## config.mk

```make
export PLATFORM = sky130hd
export DESIGN_NAME = detab_and_word_wrap
export DESIGN_NICKNAME = d
export VERILOG_FILES = /design/src/design/dww_pkg.sv /design/src/design/detab_and_word_wrap.sv /design/src/design/dww_ram.sv /design/src/design/dww_fifo.sv /design/src/design/dww_front.sv /design/src/design/dww_back.sv
export SDC_FILE = /design/constraint.sdc
export NUM_CORES = 1
export LEC_CHECK = 0
export BUFFER_PORTS_ARGS = -buffer_cell sky130_fd_sc_hd__buf_2
export CAP_MARGIN = 5
export CORE_MARGIN = 2
export CORE_UTILIZATION = 55
export DETAILED_ROUTE_END_ITERATION = 8
export GPL_TIMING_DRIVEN = 1
export MAX_ROUTING_LAYER = met4
export PLACE_DENSITY = 0.71
export SETUP_SLACK_MARGIN = 0.5
export SYNTH_ARGS = -nofsm -noshare
export SYNTH_HDL_FRONTEND = slang
export SYNTH_SLANG_ARGS = --single-unit
```

## constraint.sdc

```tcl
create_clock -name clock -period 9.4 [get_ports clock]
set_input_delay 0.94 -clock clock [delete_from_list [all_inputs] [get_ports clock]]
set_output_delay 0.94 -clock clock [all_outputs]
set_load 0.02 [all_outputs]
```

## src/design/dww_pkg.sv

```systemverilog
// Shared types and constants for the detab and word wrap block.
// Used by every module of the block but dww_ram; depends on nothing else.
package dww_pkg;

   // Character codes that steer the folding logic.
   localparam logic [7:0] CH_SPACE   = 8'h20;
   localparam logic [7:0] CH_TAB     = 8'h09;
   localparam logic [7:0] CH_NEWLINE = 8'h0A;

   // Configuration register widths, reset values and indexes.
   localparam int          LINE_W_BITS      = 6;
   localparam int          TAB_W_BITS       = 4;
   localparam logic [5:0]  LINE_WIDTH_RESET = 6'd40;
   localparam logic [3:0]  TAB_WIDTH_RESET  = 4'd4;
   localparam logic [0:0]  CSR_LINE_WIDTH   = 1'b0;
   localparam logic [0:0]  CSR_TAB_WIDTH    = 1'b1;

   // Sizes of the design.
   localparam int HOLD_DEPTH_DEFAULT  = 64;
   localparam int QUEUE_DEPTH_DEFAULT = 4;
   localparam int MAX_RESULTS         = 64;
   localparam int RES_CNT_W           = $clog2(MAX_RESULTS + 1);
   localparam int COL_W               = 7;

   // One character operation passed from the front end to the back end.
   typedef enum logic [0:0] {
      OP_NOP,
      OP_CHAR
   } op_kind_type;

   typedef struct packed {
      op_kind_type kind;
      logic [7:0]  ch;
      logic        last;   // last operation produced by this input transaction
      logic        eot;    // the input transaction carried the end of text flag
   } op_type;

   // Back end sequencer states.
   typedef enum logic [3:0] {
      ST_IDLE,
      ST_DECODE,
      ST_HELD_RD,
      ST_HELD_OUT,
      ST_HELD_RET,
      ST_NEWLINE,
      ST_PUT,
      ST_OUT_CHAR,
      ST_OP_DONE,
      ST_FINISH
   } back_state_type;

   // Where the sequencer continues after the held characters are sent.
   typedef enum logic [2:0] {
      RET_NEWLINE,
      RET_SPACE,
      RET_FOLD,
      RET_FULL,
      RET_EOT
   } held_ret_type;

endpackage

```

## src/design/detab_and_word_wrap.sv

```systemverilog
// Top level of the detab and word wrap block: configuration registers,
// front end, operation queue and back end. Depends on dww_pkg and submodules.
//
//   Channel   Direction  Handshake         Payload
//   req_      in         valid / ready     in_char, end_of_text
//   rsp_      out        valid / ready     out_char, run_last
//   csr_      in         write enable      index (0 line width, 1 tab width)
//
// The back end sets the rate: it takes a new operation from the queue only when it is
// through with the last one. Every held character sent out first waits for a registered
// hold RAM read, and a fold or hard break adds a newline, then sends the held characters
// that move down. Reset is synchronous and needs no clearing pass. A stalled rsp_ channel
// stops the back end only; input keeps being taken until the queue fills.
module detab_and_word_wrap
   import dww_pkg::*;
#(
   parameter int HOLD_DEPTH  = HOLD_DEPTH_DEFAULT,
   parameter int QUEUE_DEPTH = QUEUE_DEPTH_DEFAULT
) (
   input  logic                   clock,
   input  logic                   reset,
   input  logic                   req_valid,
   output logic                   req_ready,
   input  logic [7:0]             req_in_char,
   input  logic                   req_end_of_text,
   output logic                   rsp_valid,
   input  logic                   rsp_ready,
   output logic [7:0]             rsp_out_char,
   output logic                   rsp_run_last,
   input  logic                   csr_we,
   input  logic [0:0]             csr_index,
   input  logic [LINE_W_BITS-1:0] csr_wdata
);

   logic [LINE_W_BITS-1:0] line_width_ff, line_width_in;
   logic [TAB_W_BITS-1:0]  tab_width_ff, tab_width_in;
   logic                   push_valid;
   logic                   push_ready;
   op_type                 push_op;
   logic                   pop_valid;
   logic                   pop_ready;
   op_type                 pop_op;

   // Configuration register writes.
   always_comb begin
      line_width_in = line_width_ff;
      tab_width_in  = tab_width_ff;
      if (csr_we) begin
         unique case (csr_index)
            CSR_LINE_WIDTH: line_width_in = csr_wdata;
            CSR_TAB_WIDTH:  tab_width_in  = csr_wdata[TAB_W_BITS-1:0];
            default: begin
            end
         endcase
      end
   end

   always_ff @(posedge clock) begin
      if (reset) begin
         line_width_ff <= LINE_WIDTH_RESET;
         tab_width_ff  <= TAB_WIDTH_RESET;
      end else begin
         line_width_ff <= line_width_in;
         tab_width_ff  <= tab_width_in;
      end
   end

   dww_front u_front (
      .clock           (clock),
      .reset           (reset),
      .req_valid       (req_valid),
      .req_ready       (req_ready),
      .req_in_char     (req_in_char),
      .req_end_of_text (req_end_of_text),
      .tab_width       (tab_width_ff),
      .push_valid      (push_valid),
      .push_ready      (push_ready),
      .push_op         (push_op)
   );

   dww_fifo #(
      .DEPTH (QUEUE_DEPTH)
   ) u_queue (
      .clock      (clock),
      .reset      (reset),
      .push_valid (push_valid),
      .push_ready (push_ready),
      .push_op    (push_op),
      .pop_valid  (pop_valid),
      .pop_ready  (pop_ready),
      .pop_op     (pop_op)
   );

   dww_back #(
      .HOLD_DEPTH (HOLD_DEPTH)
   ) u_back (
      .clock        (clock),
      .reset        (reset),
      .line_width   (line_width_ff),
      .q_valid      (pop_valid),
      .q_ready      (pop_ready),
      .q_op         (pop_op),
      .rsp_valid    (rsp_valid),
      .rsp_ready    (rsp_ready),
      .rsp_out_char (rsp_out_char),
      .rsp_run_last (rsp_run_last)
   );

endmodule

```

## src/design/dww_ram.sv

```systemverilog
// Generic single write port, single read port RAM with registered read data.
// Stands alone; used for the held line tail of the word wrap block.
module dww_ram #(
   parameter int WIDTH = 8,
   parameter int DEPTH = 64
) (
   input  logic                     clock,
   input  logic                     wr_en,
   input  logic [$clog2(DEPTH)-1:0] wr_addr,
   input  logic [WIDTH-1:0]         wr_data,
   input  logic                     rd_en,
   input  logic [$clog2(DEPTH)-1:0] rd_addr,
   output logic [WIDTH-1:0]         rd_data
);

   logic [WIDTH-1:0] mem_ff [DEPTH];
   logic [WIDTH-1:0] rd_data_ff;

   // Write port and registered read port; read data holds between reads.
   always_ff @(posedge clock) begin
      if (wr_en) begin
         mem_ff[wr_addr] <= wr_data;
      end
      if (rd_en) begin
         rd_data_ff <= mem_ff[rd_addr];
      end
   end

   assign rd_data = rd_data_ff;

endmodule

```

## src/design/dww_fifo.sv

```systemverilog
// Short operation queue between the front end and the back end.
// Depends on dww_pkg for the operation type.
module dww_fifo
   import dww_pkg::*;
#(
   parameter int DEPTH = QUEUE_DEPTH_DEFAULT
) (
   input  logic   clock,
   input  logic   reset,
   input  logic   push_valid,
   output logic   push_ready,
   input  op_type push_op,
   output logic   pop_valid,
   input  logic   pop_ready,
   output op_type pop_op
);

   localparam int AW = (DEPTH > 1) ? $clog2(DEPTH) : 1;
   localparam int CW = $clog2(DEPTH + 1);

   op_type        slot_ff [DEPTH];
   logic [AW-1:0] wr_ptr_ff, wr_ptr_in;
   logic [AW-1:0] rd_ptr_ff, rd_ptr_in;
   logic [CW-1:0] count_ff, count_in;
   logic          push_fire;
   logic          pop_fire;

   assign push_ready = (count_ff != CW'(DEPTH));
   assign pop_valid  = (count_ff != '0);
   assign pop_op     = slot_ff[rd_ptr_ff];
   assign push_fire  = push_valid && push_ready;
   assign pop_fire   = pop_valid && pop_ready;

   // Pointer and fill level updates, with wrap at the queue depth.
   always_comb begin
      wr_ptr_in = wr_ptr_ff;
      rd_ptr_in = rd_ptr_ff;
      count_in  = count_ff;
      if (push_fire) begin
         wr_ptr_in = (wr_ptr_ff == AW'(DEPTH - 1)) ? '0 : wr_ptr_ff + 1'b1;
      end
      if (pop_fire) begin
         rd_ptr_in = (rd_ptr_ff == AW'(DEPTH - 1)) ? '0 : rd_ptr_ff + 1'b1;
      end
      if (push_fire && !pop_fire) begin
         count_in = count_ff + 1'b1;
      end else if (pop_fire && !push_fire) begin
         count_in = count_ff - 1'b1;
      end
   end

   always_ff @(posedge clock) begin
      if (reset) begin
         wr_ptr_ff <= '0;
         rd_ptr_ff <= '0;
         count_ff  <= '0;
      end else begin
         wr_ptr_ff <= wr_ptr_in;
         rd_ptr_ff <= rd_ptr_in;
         count_ff  <= count_in;
      end
   end

   // Queue storage; no reset needed for payload.
   always_ff @(posedge clock) begin
      if (push_fire) begin
         slot_ff[wr_ptr_ff] <= push_op;
      end
   end

endmodule

```

## src/design/dww_front.sv

```systemverilog
// Front end: accepts input transactions and turns each byte into character
// operations, expanding a tab into spaces. Depends on dww_pkg.
module dww_front
   import dww_pkg::*;
(
   input  logic                  clock,
   input  logic                  reset,
   input  logic                  req_valid,
   output logic                  req_ready,
   input  logic [7:0]            req_in_char,
   input  logic                  req_end_of_text,
   input  logic [TAB_W_BITS-1:0] tab_width,
   output logic                  push_valid,
   input  logic                  push_ready,
   output op_type                push_op
);

   logic                  busy_ff, busy_in;
   logic [7:0]            ch_ff, ch_in;
   logic                  eot_ff, eot_in;
   logic [TAB_W_BITS-1:0] rem_ff, rem_in;
   logic                  is_tab;
   logic                  push_fire;
   logic                  done_fire;
   logic                  req_fire;

   assign is_tab = (ch_ff == CH_TAB);

   // Build the operation for the current byte or the current tab space.
   always_comb begin
      push_op.eot = eot_ff;
      if (is_tab) begin
         push_op.kind = (rem_ff == '0) ? OP_NOP : OP_CHAR;
         push_op.ch   = CH_SPACE;
         push_op.last = (rem_ff <= TAB_W_BITS'(1));
      end else begin
         push_op.kind = OP_CHAR;
         push_op.ch   = ch_ff;
         push_op.last = 1'b1;
      end
   end

   assign push_valid = busy_ff;
   assign push_fire  = busy_ff && push_ready;
   assign done_fire  = push_fire && push_op.last;
   assign req_ready  = !busy_ff || done_fire;
   assign req_fire   = req_valid && req_ready;

   // Latch a new byte, or count down the spaces of a tab.
   always_comb begin
      busy_in = busy_ff;
      ch_in   = ch_ff;
      eot_in  = eot_ff;
      rem_in  = rem_ff;
      if (req_fire) begin
         busy_in = 1'b1;
         ch_in   = req_in_char;
         eot_in  = req_end_of_text;
         rem_in  = tab_width;
      end else if (done_fire) begin
         busy_in = 1'b0;
      end else if (push_fire) begin
         rem_in = rem_ff - 1'b1;
      end
   end

   always_ff @(posedge clock) begin
      if (reset) begin
         busy_ff <= 1'b0;
      end else begin
         busy_ff <= busy_in;
      end
   end

   always_ff @(posedge clock) begin
      ch_ff  <= ch_in;
      eot_ff <= eot_in;
      rem_ff <= rem_in;
   end

endmodule

```

## src/design/dww_back.sv

```systemverilog
// Back end: folds the character operations into lines, holding the last
// space and the word after it in a RAM. Depends on dww_pkg and dww_ram.
module dww_back
   import dww_pkg::*;
#(
   parameter int HOLD_DEPTH = HOLD_DEPTH_DEFAULT
) (
   input  logic                   clock,
   input  logic                   reset,
   input  logic [LINE_W_BITS-1:0] line_width,
   input  logic                   q_valid,
   output logic                   q_ready,
   input  op_type                 q_op,
   output logic                   rsp_valid,
   input  logic                   rsp_ready,
   output logic [7:0]             rsp_out_char,
   output logic                   rsp_run_last
);

   localparam int AW = $clog2(HOLD_DEPTH);
   localparam int CW = $clog2(HOLD_DEPTH + 1);

   back_state_type        state_ff, state_in;
   op_type                op_ff, op_in;
   logic [COL_W-1:0]      col_ff, col_in;
   logic [CW-1:0]         cnt_ff, cnt_in;
   logic [CW-1:0]         ptr_ff, ptr_in;
   held_ret_type          ret_ff, ret_in;
   logic                  nl_fold_ff, nl_fold_in;
   logic [RES_CNT_W-1:0]  res_cnt_ff, res_cnt_in;
   logic                  pend_v_ff, pend_v_in;
   logic [7:0]            pend_ch_ff, pend_ch_in;
   logic                  out_v_ff, out_v_in;
   logic [7:0]            out_ch_ff, out_ch_in;
   logic                  out_last_ff, out_last_in;

   logic [LINE_W_BITS-1:0] w_eff;
   logic                   at_limit;
   logic                   is_nl;
   logic                   is_sp;
   logic                   emit_req;
   logic [7:0]             emit_ch;
   logic                   res_full;
   logic                   out_free;
   logic                   can_take;
   logic                   emit_go;
   logic                   push_store;
   logic                   fin_go;
   logic                   held_more;
   logic [CW-1:0]          cnt_m1;

   logic                   ram_we;
   logic [AW-1:0]          ram_wa;
   logic [7:0]             ram_wd;
   logic                   ram_re;
   logic [AW-1:0]          ram_ra;
   logic [7:0]             ram_rd;

   dww_ram #(
      .WIDTH (8),
      .DEPTH (HOLD_DEPTH)
   ) u_hold (
      .clock   (clock),
      .wr_en   (ram_we),
      .wr_addr (ram_wa),
      .wr_data (ram_wd),
      .rd_en   (ram_re),
      .rd_addr (ram_ra),
      .rd_data (ram_rd)
   );

   // Line limit and character class of the current operation.
   assign w_eff     = (line_width == '0) ? LINE_W_BITS'(1) : line_width;
   assign at_limit  = (col_ff >= COL_W'(w_eff));
   assign is_nl     = (op_ff.ch == CH_NEWLINE);
   assign is_sp     = (op_ff.ch == CH_SPACE);
   assign held_more = ((ptr_ff + 1'b1) < cnt_ff);
   assign cnt_m1    = cnt_ff - 1'b1;

   // Emission request of the sequencer and whether the sink takes it.
   // Past the per-transaction result limit a character is dropped.
   assign emit_req   = (state_ff == ST_HELD_OUT) || (state_ff == ST_NEWLINE) ||
                       (state_ff == ST_OUT_CHAR);
   assign emit_ch    = (state_ff == ST_HELD_OUT) ? ram_rd :
                       (state_ff == ST_NEWLINE)  ? CH_NEWLINE : op_ff.ch;
   assign res_full   = (res_cnt_ff == RES_CNT_W'(MAX_RESULTS));
   assign out_free   = !out_v_ff || rsp_ready;
   assign can_take   = !pend_v_ff || out_free;
   assign emit_go    = emit_req && (res_full || can_take);
   assign push_store = emit_req && !res_full && can_take;
   assign fin_go     = (state_ff == ST_FINISH) && (!pend_v_ff || out_free);

   // Next state of the sequencer.
   always_comb begin
      state_in = state_ff;
      unique case (state_ff)
         ST_IDLE: begin
            if (q_valid) begin
               state_in = ST_DECODE;
            end
         end
         ST_DECODE: begin
            if (op_ff.kind == OP_NOP) begin
               state_in = ST_OP_DONE;
            end else if (is_nl || is_sp) begin
               state_in = (cnt_ff != '0) ? ST_HELD_RD : ST_HELD_RET;
            end else begin
               state_in = at_limit ? ST_NEWLINE : ST_PUT;
            end
         end
         ST_HELD_RD: begin
            state_in = ST_HELD_OUT;
         end
         ST_HELD_OUT: begin
            if (emit_go) begin
               state_in = held_more ? ST_HELD_RD : ST_HELD_RET;
            end
         end
         ST_HELD_RET: begin
            unique case (ret_ff)
               RET_NEWLINE: state_in = ST_NEWLINE;
               RET_SPACE:   state_in = at_limit ? ST_NEWLINE : ST_OP_DONE;
               RET_FOLD:    state_in = ST_PUT;
               RET_FULL:    state_in = ST_OUT_CHAR;
               RET_EOT:     state_in = ST_FINISH;
               default:     state_in = ST_FINISH;
            endcase
         end
         ST_NEWLINE: begin
            if (emit_go) begin
               if (!nl_fold_ff) begin
                  state_in = ST_OP_DONE;
               end else begin
                  state_in = (cnt_ff > CW'(1)) ? ST_HELD_RD : ST_PUT;
               end
            end
         end
         ST_PUT: begin
            if (cnt_ff == '0) begin
               state_in = ST_OUT_CHAR;
            end else if (cnt_ff >= CW'(HOLD_DEPTH)) begin
               state_in = ST_HELD_RD;
            end else begin
               state_in = ST_OP_DONE;
            end
         end
         ST_OUT_CHAR: begin
            if (emit_go) begin
               state_in = ST_OP_DONE;
            end
         end
         ST_OP_DONE: begin
            if (!op_ff.last) begin
               state_in = ST_IDLE;
            end else if (op_ff.eot) begin
               state_in = (cnt_ff != '0) ? ST_HELD_RD : ST_HELD_RET;
            end else begin
               state_in = ST_FINISH;
            end
         end
         ST_FINISH: begin
            if (fin_go) begin
               state_in = ST_IDLE;
            end
         end
         default: state_in = ST_IDLE;
      endcase
   end

   // Sequencer outputs: queue pop, hold RAM access, column and hold count.
   always_comb begin
      op_in      = op_ff;
      col_in     = col_ff;
      cnt_in     = cnt_ff;
      ptr_in     = ptr_ff;
      ret_in     = ret_ff;
      nl_fold_in = nl_fold_ff;
      q_ready    = 1'b0;
      ram_we     = 1'b0;
      ram_wa     = '0;
      ram_wd     = '0;
      ram_re     = 1'b0;
      ram_ra     = ptr_ff[AW-1:0];
      unique case (state_ff)
         ST_IDLE: begin
            q_ready = 1'b1;
            if (q_valid) begin
               op_in = q_op;
            end
         end
         ST_DECODE: begin
            // A newline or a space first sends every held character.
            ptr_in     = '0;
            nl_fold_in = 1'b1;
            if (is_nl) begin
               ret_in = RET_NEWLINE;
            end else if (is_sp) begin
               ret_in = RET_SPACE;
            end
         end
         ST_HELD_RD: begin
            ram_re = 1'b1;
         end
         ST_HELD_OUT: begin
            if (emit_go) begin
               ptr_in = ptr_ff + 1'b1;
            end
         end
         ST_HELD_RET: begin
            cnt_in     = '0;
            nl_fold_in = 1'b0;
            unique case (ret_ff)
               RET_SPACE: begin
                  // Below the limit the space opens a new held tail.
                  if (!at_limit) begin
                     ram_we = 1'b1;
                     ram_wa = '0;
                     ram_wd = CH_SPACE;
                     cnt_in = CW'(1);
                     col_in = col_ff + 1'b1;
                  end
               end
               RET_EOT: begin
                  col_in = '0;
               end
               RET_NEWLINE, RET_FOLD, RET_FULL: begin
               end
               default: begin
               end
            endcase
         end
         ST_NEWLINE: begin
            if (emit_go) begin
               if (!nl_fold_ff) begin
                  col_in = '0;
               end else begin
                  // Fold: the word after the held space moves down a line.
                  col_in = (cnt_ff != '0) ? COL_W'(cnt_m1) : '0;
                  if (cnt_ff > CW'(1)) begin
                     ptr_in = CW'(1);
                     ret_in = RET_FOLD;
                  end else begin
                     cnt_in = '0;
                  end
               end
            end
         end
         ST_PUT: begin
            if (cnt_ff != '0) begin
               if (cnt_ff >= CW'(HOLD_DEPTH)) begin
                  // Hold store full: send the tail unchanged, then the byte.
                  ptr_in = '0;
                  ret_in = RET_FULL;
               end else begin
                  ram_we = 1'b1;
                  ram_wa = cnt_ff[AW-1:0];
                  ram_wd = op_ff.ch;
                  cnt_in = cnt_ff + 1'b1;
                  col_in = col_ff + 1'b1;
               end
            end
         end
         ST_OUT_CHAR: begin
            if (emit_go) begin
               col_in = col_ff + 1'b1;
            end
         end
         ST_OP_DONE: begin
            ptr_in = '0;
            ret_in = RET_EOT;
         end
         ST_FINISH: begin
         end
         default: begin
         end
      endcase
   end

   // Result sink: one pending character, so the last one can be marked.
   always_comb begin
      pend_v_in   = pend_v_ff;
      pend_ch_in  = pend_ch_ff;
      out_v_in    = out_v_ff;
      out_ch_in   = out_ch_ff;
      out_last_in = out_last_ff;
      res_cnt_in  = res_cnt_ff;
      if (out_v_ff && rsp_ready) begin
         out_v_in = 1'b0;
      end
      if (push_store) begin
         res_cnt_in = res_cnt_ff + 1'b1;
         pend_v_in  = 1'b1;
         pend_ch_in = emit_ch;
         if (pend_v_ff) begin
            out_v_in    = 1'b1;
            out_ch_in   = pend_ch_ff;
            out_last_in = 1'b0;
         end
      end else if (fin_go) begin
         res_cnt_in = '0;
         pend_v_in  = 1'b0;
         if (pend_v_ff) begin
            out_v_in    = 1'b1;
            out_ch_in   = pend_ch_ff;
            out_last_in = 1'b1;
         end
      end
   end

   assign rsp_valid    = out_v_ff;
   assign rsp_out_char = out_ch_ff;
   assign rsp_run_last = out_last_ff;

   // Control registers.
   always_ff @(posedge clock) begin
      if (reset) begin
         state_ff   <= ST_IDLE;
         col_ff     <= '0;
         cnt_ff     <= '0;
         nl_fold_ff <= 1'b0;
         res_cnt_ff <= '0;
         pend_v_ff  <= 1'b0;
         out_v_ff   <= 1'b0;
      end else begin
         state_ff   <= state_in;
         col_ff     <= col_in;
         cnt_ff     <= cnt_in;
         nl_fold_ff <= nl_fold_in;
         res_cnt_ff <= res_cnt_in;
         pend_v_ff  <= pend_v_in;
         out_v_ff   <= out_v_in;
      end
   end

   // Payload registers.
   always_ff @(posedge clock) begin
      op_ff       <= op_in;
      ptr_ff      <= ptr_in;
      ret_ff      <= ret_in;
      pend_ch_ff  <= pend_ch_in;
      out_ch_ff   <= out_ch_in;
      out_last_ff <= out_last_in;
   end

endmodule
```

After elaboration in Yosys (flattened, before gate mapping):

Memories as Yosys holds them, arrays and structs flattened. A register that Yosys moved wholly into a read port is not among the register bits.
Index checks and enable logic that the tools add are counted.

* memories: 2
* bits in registers: 86
* logic and storage cells: 225
* output and inout port bits: 11
* input port bits: 21
* memory bits (writable): 556

* equality and inequality tests: 35
* reductions and logical operators: 51
* bitwise gates (word level): 1
* multiplexer cells: 100
* $lt $le $gt $ge: 5
* $add $sub $neg: 10

Memory list
* u_back.u_hold.mem_ff: words 64, bits a word 8, rd ports 1, clocked after Yosys merged registers in 1, wr ports 1, line dww_ram.sv:16 `logic [WIDTH-1:0] mem_ff [DEPTH];`
* u_queue.slot_ff: words 4, bits a word 11, rd ports 1, clocked after Yosys merged registers in 1, wr ports 1, line dww_fifo.sv:21 `op_type slot_ff [DEPTH];`

Operators with widths (count)
* $mux W7: 21
* $mux W4: 16
* $mux W8: 8
* $pmux W7 S4: 2
* $pmux W4 S10: 1
* $mux W3: 12
* $mux W6: 5
* $add A7 B1 Y7 const B: 4
* $mux W1: 24
* $pmux W7 S3: 1
* $reduce_and A7 Y1: 3
* $eq A4 B3 Y1 const B: 4
* $eq A8 B4 Y1 const B: 2
* $pmux W4 S4: 1
* $pmux W8 S2: 1
* $ne A2 B1 Y1 const B: 7
* $pmux W7 S2: 1
* $pmux W3 S4: 1
* $reduce_bool A4 Y1: 3
* $logic_and A1 B1 Y1: 11
* $mux W10: 1
* $ne A2 B2 Y1 const B: 5
* $reduce_and A2 Y1: 5
* $reduce_bool A2 Y1: 5
* other kinds (36): 58

Longest topological paths before layout:

Gate-level depths: netlist of the first run.

* depth after elaboration: 8
* gate-level depth with buffers: 12
* depth with buffers taken out: 10

Cells and area by module:

Synthesis of the first run repeated with hierarchy kept, for this count alone.

* cell total of the unflattened synthesis: 1599
* area, all modules: 27455.1 um^2

By module, submodules not included
* dww_ram: cells an instance 967, area an instance 20317.0 um^2, times used 1, seq. area each 15615.0 um^2
* dww_back: cells an instance 432, area an instance 3947.5 um^2, times used 1, seq. area each 1701.6 um^2
* dww_fifo: cells an instance 105, area an instance 2062.0 um^2, times used 1, seq. area each 1501.4 um^2
* dww_front: cells an instance 54, area an instance 713.2 um^2, times used 1, seq. area each 410.4 um^2
* detab_and_word_wrap: cells an instance 41, area an instance 415.4 um^2, times used 1, seq. area each 200.2 um^2

Worst setup path before layout of the first run:

OpenSTA, ideal clock, no wires.

* path type: register to register
* start point: register line_width_ff[1]
* end point: memory u_back.u_hold.mem_ff[0][5], data pin
* slack: 4618 ps
* data required time: 8698 ps
* cell stages (with the launch flop): 8
* data arrival time: 4080 ps
* clock period less this slack: 4782 ps
* setup time: 702 ps
* buffers on the path: 0
* path through: dfxtp_1 nor3_1 a31o_2 ha_1 nand2b_1 a211oi_1 o211ai_2 o21ai_0

* word-level cells in the longest chain between the ends: 6

Ends and longest elaborated chain
* start, declared: line detab_and_word_wrap.sv:35 `logic [LINE_W_BITS-1:0] line_width_ff, line_width_in;`
* start signal, assigned: line detab_and_word_wrap.sv:63 `line_width_ff <= line_width_in;`
* $logic_not A6 Y1: line dww_back.sv:73 `assign w_eff = (line_width == '0) ? LINE_W_BITS'(1) : line_width;`
* $mux W6 *: line dww_back.sv:73
* $ge A7 B6 Y1 *: line dww_back.sv:74 `assign at_limit = (col_ff >= COL_W'(w_eff));`
* $mux W6 *: line dww_back.sv:215 `if (!at_limit) begin`
* $mux W8 *: line dww_back.sv:212 `unique case (ret_ff)`
* $pmux W8 S2 *: line dww_back.sv:184 `unique case (state_ff)`
* net u_back.ram_wd[5]: line dww_back.sv:54 `logic [7:0] ram_wd;`
* end, declared: line dww_ram.sv:16

The timed path passes the listed nets; every way through them passes the cells marked *.

==> results of run 1 <==
[worst register-to-register path: stages, from the launching register on]
cell and delay, ps:
edfxtp_1 910, buf_4 680, buf_4 870, nor2b_1 150, a211oi_1 280, a21oi_1 70
and3_1 240, nor3_1 510, o22ai_1 180
[routing by layer]
layer  up-vias  share of wire, %  global-route usage [%]
li1       6411                 -                       -
met1      7415                42                    33.5
met2       593                47                    37.2
met3       125               7.7                    5.26
met4         0               3.3                    9.17
met5         -                 0                       -
[logic make-up after synthesis]
| kind of cell | count (synthesis) | share of synthesized area (%) |
|---|---|---|
| DFF | 661 | 71.2 |
| and+or+nand+nor | 348 | 6.66 |
| AOI/OAI and AO/OA | 224 | 5.70 |
| muxes | 188 | 12.3 |
| buffers and inverters | 125 | 2.28 |
| adders and majority gates | 28 | 1.31 |
| xor gates and xnor gates | 18 | 0.579 |
[how the worst max path moves through the flow]
stage | from | to | slack, ps | depth (start not counted)
floorplan | line_width_ff[1]$_SDFFE_PP0P_ | u_back.u_hold.mem_ff[0][5]$_DFFE_PP_ | 4620 | 7
global placement | u_back.ptr_ff[0]$_DFFE_PP_ | u_back.u_hold.rd_data[1]$_DFFE_PP_ | 5300 | 8
detailed placement | u_back.ptr_ff[0]$_DFFE_PP_ | u_back.u_hold.rd_data[1]$_DFFE_PP_ | 5280 | 8
CTS | u_back.ptr_ff[0]$_DFFE_PP_ | u_back.u_hold.rd_data[5]$_DFFE_PP_ | 5210 | 7
global route | u_back.ptr_ff[0]$_DFFE_PP_ | u_back.u_hold.rd_data[1]$_DFFE_PP_ | 4930 | 8
finish | u_back.ptr_ff[0]$_DFFE_PP_ | u_back.u_hold.rd_data[2]$_DFFE_PP_ | 5250 | 8
[sequential cells by signal (all words and copies together) (netlist names), 8 cells and up]
register and count:
u_back.pend_ch_ff 8, u_back.op_ff 11, u_back.u_hold.rd_data 8, u_queue.slot_ff 44
u_back.rsp_out_char 8, u_back.u_hold.mem_ff 512, u_front.ch_ff 8
[placed cells by master (no fill, tap or decap), types with 17 or more instances in the layout]
| cell | n |
|---|---|
| mux2i_1 | 60 |
| nor2b_1 | 26 |
| nand3_1 | 35 |
| mux4_2 | 114 |
| a21oi_1 | 54 |
| nand2_1 | 59 |
| clkbuf_1 | 18 |
| a22oi_1 | 25 |
| edfxtp_1 | 615 |
| buf_4 | 19 |
| dfxtp_1 | 46 |
| nor2_1 | 114 |
| a22o_1 | 19 |
| and3_1 | 17 |
| inv_1 | 35 |
| ha_1 | 27 |
| buf_2 | 31 |
| clkbuf_16 | 72 |
| nor3_1 | 22 |
| o21ai_0 | 32 |
[power by group]
| group | internal [mW] | switching (mW) |
|---|---|---|
| clock network | 1.66 | 1.08 |
| logic | 0.671 | 0.947 |
| registers | 3.32 | 0.187 |
| total | 5.65 | 2.21 |
[layout make-up]
cell class                      instances  area share, %
Clock buffer                           92           6.27
Timing Repair Buffer                   50          0.987
Sequential cell                       661           64.3
Tap cell                              664           2.75
Clock inverter                         29           1.26
Multi-Input combinational cell        806           24.0
Inverter                               37          0.460
[synth_stat cells (all sizes together), types with 19 or more instances]
| cell | number | area (µm²) |
|---|---|---|
| a21oi | 55 | 279 |
| a22o | 19 | 166 |
| a22oi | 25 | 188 |
| and3 | 24 | 150 |
| buf | 51 | 340 |
| clkbuf | 37 | 141 |
| dfxtp | 46 | 921 |
| edfxtp | 615 | 18500 |
| ha | 27 | 338 |
| inv | 35 | 131 |
| mux2i | 60 | 601 |
| mux4 | 115 | 2590 |
| nand2 | 59 | 221 |
| nand3 | 35 | 175 |
| nor2 | 118 | 472 |
| nor2b | 26 | 163 |
| nor3 | 26 | 156 |
| o21ai | 33 | 165 |
[per-stage QoR]
| step | area, µm² | utilization, % | instances | worst slack (ps) |
|---|---|---|---|---|
| after floorplan | 27200 | - | 1592 | 4620 |
| after global placement | 27900 | 57.0 | 2218 | 5300 |
| after detailed placement | 27900 | 57.0 | 2218 | 5280 |
| after CTS | 30200 | 61.6 | 2339 | 5210 |
| after global routing | 30200 | 61.6 | 2339 | 4930 |
| final | 30200 | 61.6 | 2339 | 5250 |
==> impl_metrics.tcl, run 1 <==
set metrics [dict create \
    status "finished clean" \
    synthToLayoutAreaGrowth_pct 10.8 \
    whs_ps 422 \
    nNetsFinal 1671 \
    avgSynthCellArea_um2 17.1 \
    rsz0062_at_grt "no" \
    period_share_pct 44.1 \
    die_area_mm2 0.0513 \
    rr_endpoint "u_back.u_hold.rd_data[2]$_DFFE_PP_" \
    post-cts-setup-buffers 0 \
    core_area_mm2 0.0490 \
    critPathLaunchType "flip-flop" \
    synth_cell_types 83 \
    diodes 0 \
    holdCritStartpoint "u_back.pend_ch_ff[4]$_DFFE_PP_" \
    finClkSkew_ps 17.7 \
    regArea_mm2 0.0194 \
    ctsHoldBuffers 0 \
    async_flop_share_pct 0 \
    crit_top_cell "buf_4" \
    cp_top_family "buffers and inverters" \
    port_buffers 31 \
    max_freq_mhz 241 \
    cts_buffers 66 \
    cts_max_path_buffers 3 \
    r2r_cells 8 \
    io_pins 32 \
    num_rows 81 \
    cts_resized 0 \
    holdPathStages 0 \
    multiInputGateArea_mm2 0.00724 \
    r2r_start "u_back.ptr_ff[0]$_DFFE_PP_" \
    synth_edf_count 615 \
    power.leakage_nw 8.71 \
    path_cells "buf_4 > buf_4 > nor2b_1 > a211oi_1 > a21oi_1 > and3_1 > nor3_1 > o22ai_1" \
    final_hold_viol_count 0 \
    grt_max_degree 68 \
    synth_ff_type "edfxtp_1" \
    cts_htree_levels 3 \
    setup_viol 0 \
    critPathRequiredTime_ps 9720 \
    total_power_mw 7.86 \
    r2r_slack_ps 5250 \
    route.final.wire_length_mm 59.2 \
    path_clk_slew_ps 60 \
    synth_cells 1592 \
    nFillCells 3400 \
    place.detailed.hpwl_mm 36.4 \
    grt_pass1_wl_mm 89.8 \
    ys_warn_count 0 \
    grt_antenna_before_repair 0 \
    clock_sinks 661 \
    crit_path_end_kind "flip-flop" \
    syn_nets 1641 \
    ant_nets 0 \
    grt_overflow 0 \
    irDropWorstVdd_uv 150 \
    viasPerCell 6.22 \
    cp.arrival_ps 4470 \
    cts_tree "built" \
    hold_path_end "u_back.rsp_out_char[4]$_DFFE_PP_" \
    drtPass1Iterations 8 \
    wl_per_cell_um 25.3 \
    drive_gt1_share_pct 18.9 \
    pwr_density_cell_mw_per_mm2 261 \
    path_class "flip-flop to flip-flop" \
    slowest_stage "edfxtp_1" \
    ys_ff_latch 661 \
    vias 14544 \
    maxCapViolCount 0 \
    holdCritPathClass "flip-flop to flip-flop" \
    worstMarginPinSlew_ps 1250 \
    syn_area_mm2 0.0272 \
    setup_tns_ps 0 \
    drtIter0Drc 1399 \
    min_period_ps 4150 \
    slew_viol_final 0 \
    path_buf_inv 2 \
    initial_core_util_pct 55.6 \
    die_w_um 227 \
    ys_seq_area_share_pct 71.2 \
    drcViolationCount 0 \
    clk_latency_ps 590 \
    critPathMaxFanout 55 \
    cts_root_buffer "clkbuf_16" \
    gp_congestion 0.902 \
    grt_usage_pct 24.7 \
    die-height_um 227 \
    slowest_delay_ps 910 \
    grt_pass1_vias 14340 \
    max-slew-margin-rel_pct 16.0 \
]
Note: power is estimated with default switching activity, not from simulation.
==> run 2, diff against run 1 <==
PLACE_DENSITY = 0.74   (was 0.71)
clock period = 3.65 ns   (was 9.4 ns; I/O delays follow)
==> run 2 against run 1 <==
First-iteration DRC count increased by 31%. Register-to-register slack worse by 4700 ps. Sequential power rose to 2.5 times the previous value. Wire length up 1.2%. Power grew to 2.5 times the previous value. Hold slack worse by 390 ps. Global-route usage rose by 0.16 points. Critical path type unchanged. Largest cell class unchanged. Maximum frequency rose by 32%. Clock power is 140% higher. Clock skew rose by 12 ps.
==> impl_metrics.tcl, run 2 (synthesis results as in run 1) <==
set metrics [dict create \
    cts_root_buffer "clkbuf_16" \
    grt_pass1_vias 14742 \
    grt_antenna_before_repair 0 \
    die_area_mm2 0.0513 \
    critPathLaunchType "flip-flop" \
    critPathMaxFanout 11 \
    vias 14958 \
    cts_max_path_buffers 3 \
    setup_tns_ps 0 \
    drtIter0Drc 1833 \
    nFillCells 3403 \
    diodes 0 \
    rsz0062_at_grt "yes" \
    finClkSkew_ps 29.9 \
    grt_overflow 0 \
    maxCapViolCount 0 \
    setup_viol 0 \
    final_cells 2425 \
    drive_gt1_share_pct 22.4 \
    grt_usage_pct 24.8 \
    fin_ws_ps 515 \
    path_cells "inv_1 > ha_1 > nand3_1 > nand4_2 > nor2_1" \
    pwr_density_cell_mw_per_mm2 644 \
    period_share_pct 85.9 \
    grt_pass1_wl_mm 90.9 \
    cts_htree_levels 3 \
    power.share.clock_pct 33.3 \
    largest_register_ffs 512 \
    max-slew-margin-rel_pct 39.0 \
    clk_latency_ps 610 \
    die-height_um 227 \
    synthToLayoutAreaGrowth_pct 13.3 \
    place_ws_ps 516 \
    cp_top_family "simple AND/OR/NAND/NOR gates" \
    clock_sinks 661 \
    grt_use_met2_pct 37.9 \
    port_buffers 31 \
    num_rows 81 \
    irDropWorstVdd_uv 432 \
    critPathRequiredTime_ps 3880 \
    power_frac_comb_pct 21.8 \
    fin_area_mm2 0.0309 \
    final_cell_mix "edfxtp_1, mux4_2, nor2_1" \
    use_met1_pct 34.7 \
    cp.arrival_ps 3360 \
    path_buf_inv 1 \
    reg_top3 "u_back.u_hold.mem_ff x512, u_queue.slot_ff x44, u_back.op_ff x11" \
    use_met3_pct 4.52 \
    max_freq_mhz 319 \
    p_sw_mw 5.66 \
    regMostFlops "u_back.u_hold.mem_ff" \
    route.final.wire_length_mm 59.9 \
    path_clk_slew_ps 60 \
    wl_per_cell_um 24.7 \
    grt_max_degree 69 \
    drcViolationCount 0 \
    whs_ps 36.3 \
    power.leakage_nw 9.13 \
    status "finished clean" \
    min_period_ps 3130 \
    total_power_mw 19.9 \
    ant_nets 0 \
    worstMarginPinSlew_ps 903 \
    power.share.sequential_pct 44.9 \
    core_area_mm2 0.0490 \
    slowest_stage "nor2_1" \
    power.share.switching_pct 28.5 \
    post_dp_cell_area_mm2 0.0285 \
    nNetsFinal 1756 \
    busiest_layer "met2" \
    initial_core_util_pct 55.6 \
    slowest_delay_ps 680 \
    cts_buffers 67 \
    fin_util_pct 63.0 \
    layout_commonest_cell "edfxtp_1" \
    final_hold_viol_count 0 \
    holdCritPathClass "primary input to flip-flop" \
    slew_viol_final 0 \
    cts_tree "built" \
    die_w_um 227 \
    place.detailed.hpwl_mm 38.4 \
    p_int_mw 14.2 \
    viasPerCell 6.17 \
    path_class "flip-flop to flip-flop" \
    crit_path_end_kind "flip-flop" \
    gp_congestion 0.925 \
    drtPass1Iterations 6 \
    io_pins 32 \
    place_inst 2287 \
]
run 2: changes by cell type in the layout (fill, tap and decap cells not counted), moves of 5 or more:
cell	delta
buf_12	+10
buf_4	+60
bufinv_16	-5
clkbuf_1	-7
clkinv_1	+11
clkinv_2	+7
dlygate4sd3_1	+14
nor2_1	-10
nor2_2	+10
run 2: final cells by class:
type / count / area (µm²) / share of cell area, %
flip-flops and latches: 661 / 19400 / 62.8
clock inverters: 40 / 317 / 1.03
clock buffers: 83 / 1820 / 5.90
inverters: 37 / 139 / 0.450
repair buffers: 134 / 1090 / 3.53
well taps: 664 / 831 / 2.69
multi-input cells: 806 / 7270 / 23.6
run 2: worst paths after layout:
kind                                                     start                               endpoint  slack (ps)  cells past startpoint
worst min register to register  u_back.pend_ch_ff[4]$_DFFE_PP_       u_back.rsp_out_char[4]$_DFFE_PP_         420                      0
worst max register to register   u_back.cnt_ff[1]$_SDFFE_PP0P_  u_back.u_hold.mem_ff[35][4]$_DFFE_PP_         520                      5
worst max-delay path             u_back.cnt_ff[1]$_SDFFE_PP0P_  u_back.u_hold.mem_ff[35][4]$_DFFE_PP_         520                      5
worst min-delay path                              csr_wdata[2]           tab_width_ff[2]$_SDFFE_PP1P_          40                      3
run 2: power by group through the flow:
stage	Combinational [mW]	Sequential (mW)	Clock [mW]
finish	4.34	8.92	6.61
global route	4.65	8.96	7.00
CTS	4.34	8.91	6.73
detailed placement	4.30	9.07	0
global placement	4.26	9.05	0
floorplan	3.41	8.83	0
run 2: layer usage:
layer / share of wire, % / up-vias
met3: 7.3 / 109
met5: 0 / -
met4: 2.5 / 0
met2: 48 / 645
li1: - / 6577
met1: 42 / 7627
run 2: timing repair:
item / CTS / global route
buffers inserted: 0 / 1
gates resized for setup: 0 / 11
hold buffers: 14 / 0
endpoints found under the setup margin: 0 / 135
hold endpoints to repair: 14 / 0
run 2: worst reg2reg max path, stage by stage (launching register included):
cell and delay [ps]:
dfxtp_1 560, inv_1 250, ha_1 340, nand3_1 410
nand4_2 530, nor2_1 680
==> run 3, diff against run 2 <==
CORE_MARGIN = not set   (was 2)
CTS_BUF_LIST = sky130_fd_sc_hd__clkbuf_16   (was not set)
==> run 3 against run 2 <==
Critical path depth down 1. Power decreased by 0.13%. Critical path type unchanged. Wire length down 2.0%. Sequential share of layout area rose by 0.13 points. Largest cell class unchanged.
==> impl_metrics.tcl, run 3 (synthesis results as in run 1) <==
set metrics [dict create \
    fin_ws_ps 478 \
    irDropWorstVdd_uv 483 \
    finClkSkew_ps 19.7 \
    place_ws_ps 483 \
    critPathLaunchType "flip-flop" \
    maxCapViolCount 0 \
    r2r_cells 4 \
    setup_tns_ps 0 \
    place_inst 2290 \
    holdCritPathClass "primary input to flip-flop" \
    grt_usage_pct 24.7 \
    clk_latency_ps 600 \
    ant_nets 0 \
    grt_overflow 0 \
    largest_register_ffs 512 \
    critPathMaxFanout 16 \
    final_cells 2422 \
    post-cts-setup-buffers 0 \
    max-slew-margin-rel_pct 38.7 \
    path_clk_slew_ps 60 \
    drive_gt1_share_pct 22.6 \
    initial_core_util_pct 55.7 \
    route.final.wire_length_mm 58.6 \
    cts_buffers 66 \
    final_cell_mix "edfxtp_1, mux4_2, nor2_1" \
    die-height_um 225 \
    holdPathStages 3 \
    path_class "flip-flop to flip-flop" \
    grt_antenna_before_repair 1 \
    cp.arrival_ps 3400 \
    die_w_um 225 \
    viasPerCell 6.13 \
    reg_top3 "u_back.u_hold.mem_ff x512, u_queue.slot_ff x44, u_back.op_ff x11" \
    worstMarginPinSlew_ps 909 \
    synthToLayoutAreaGrowth_pct 13.1 \
    core_area_mm2 0.0488 \
    vias 14850 \
    status "finished clean" \
    regMostFlops "u_back.u_hold.mem_ff" \
    drtIter0Drc 1520 \
    wl_per_cell_um 24.2 \
    cts_htree_levels 3 \
    period_share_pct 86.9 \
    grt_pass1_vias 14873 \
    power.leakage_nw 9.15 \
    clock_sinks 661 \
    diodes 0 \
    num_rows 81 \
    die_area_mm2 0.0504 \
    cts_root_buffer "clkbuf_16" \
    critPathRequiredTime_ps 3880 \
    layout_commonest_cell "edfxtp_1" \
    grt_pass1_wl_mm 89.9 \
    nNetsFinal 1755 \
    fin_util_pct 63.0 \
    grt_max_degree 82 \
    crit_path_end_kind "flip-flop" \
    port_buffers 31 \
    setup_viol 0 \
    drtPass1Iterations 5 \
    slew_viol_final 0 \
    place.detailed.hpwl_mm 37.5 \
    pwr_density_cell_mw_per_mm2 645 \
    rsz0062_at_grt "yes" \
    io_pins 32 \
    cts_tree "built" \
    gp_congestion 0.905 \
    min_period_ps 3170 \
    cts_max_path_buffers 3 \
    drcViolationCount 0 \
    max_freq_mhz 315 \
    final_hold_viol_count 0 \
]
## run 3: cell type report
| type | count | area [µm²] |
|---|---|---|
| inverter | 37 | 139 |
| timing repair buffer | 134 | 1080 |
| clock buffer | 67 | 1680 |
| sequential | 661 | 19400 |
| clock inverter | 53 | 388 |
| fill | 3402 | 18100 |
| tap | 664 | 831 |
| multi-input combinational | 806 | 7280 |
## run 3: timing repair
action,CTS,global route
setup endpoints to repair,32,87
gates resized for setup,0,13
pin swaps,0,0
hold buffers,12,0
endpoints found under the hold margin,12,0
## run 3: where the power goes
| part | switching [mW] | internal [mW] |
|---|---|---|
| sequential | 0.364 | 8.55 |
| clock | 2.80 | 3.65 |
| combinational | 2.64 | 1.84 |
| total | 5.81 | 14.0 |
## run 3: layer usage
| metal | part of all wire, % | track usage (%) | up-vias | routed length [µm] |
|---|---|---|---|---|
| li1 | - | - | 6568 | - |
| met1 | 41 | 33.2 | 7555 | 24100 |
| met2 | 49 | 38.9 | 612 | 28900 |
| met3 | 6.8 | 4.28 | 115 | 3990 |
| met4 | 2.8 | 7.81 | 0 | 1610 |
| met5 | 0 | - | - | 0 |
## run 3: final timing paths
| path | from | end | slack [ps] |
|---|---|---|---|
| setup / recovery | u_back.state_ff[2]$_SDFFE_PP0P_ | u_back.u_hold.mem_ff[39][2]$_DFFE_PP_ | 480 |
| hold / removal | csr_wdata[2] | tab_width_ff[2]$_SDFFE_PP1P_ | 30 |
| setup reg to reg | u_back.state_ff[2]$_SDFFE_PP0P_ | u_back.u_hold.mem_ff[39][2]$_DFFE_PP_ | 480 |
| hold reg to reg | u_back.pend_ch_ff[1]$_DFFE_PP_ | u_back.rsp_out_char[1]$_DFFE_PP_ | 420 |
## run 3: critical path, cell delays in order (launching register included)
cell      delay [ps]
dfxtp_1          630
nand2b_4         170
nor3_4           570
nand4_1          660
nor2_1           760
## run 3: through the flow
step / instance area (µm²) / hold slack, ps / power (mW)
after floorplan: 27200 / 400 / 12.2
after global placement: 28600 / 404 / 13.4
after detailed placement: 28600 / 406 / 13.5
after CTS: 30700 / 2.92 / 19.9
after global routing: 30800 / 28.2 / 20.5
final: 30800 / 32.1 / 19.8
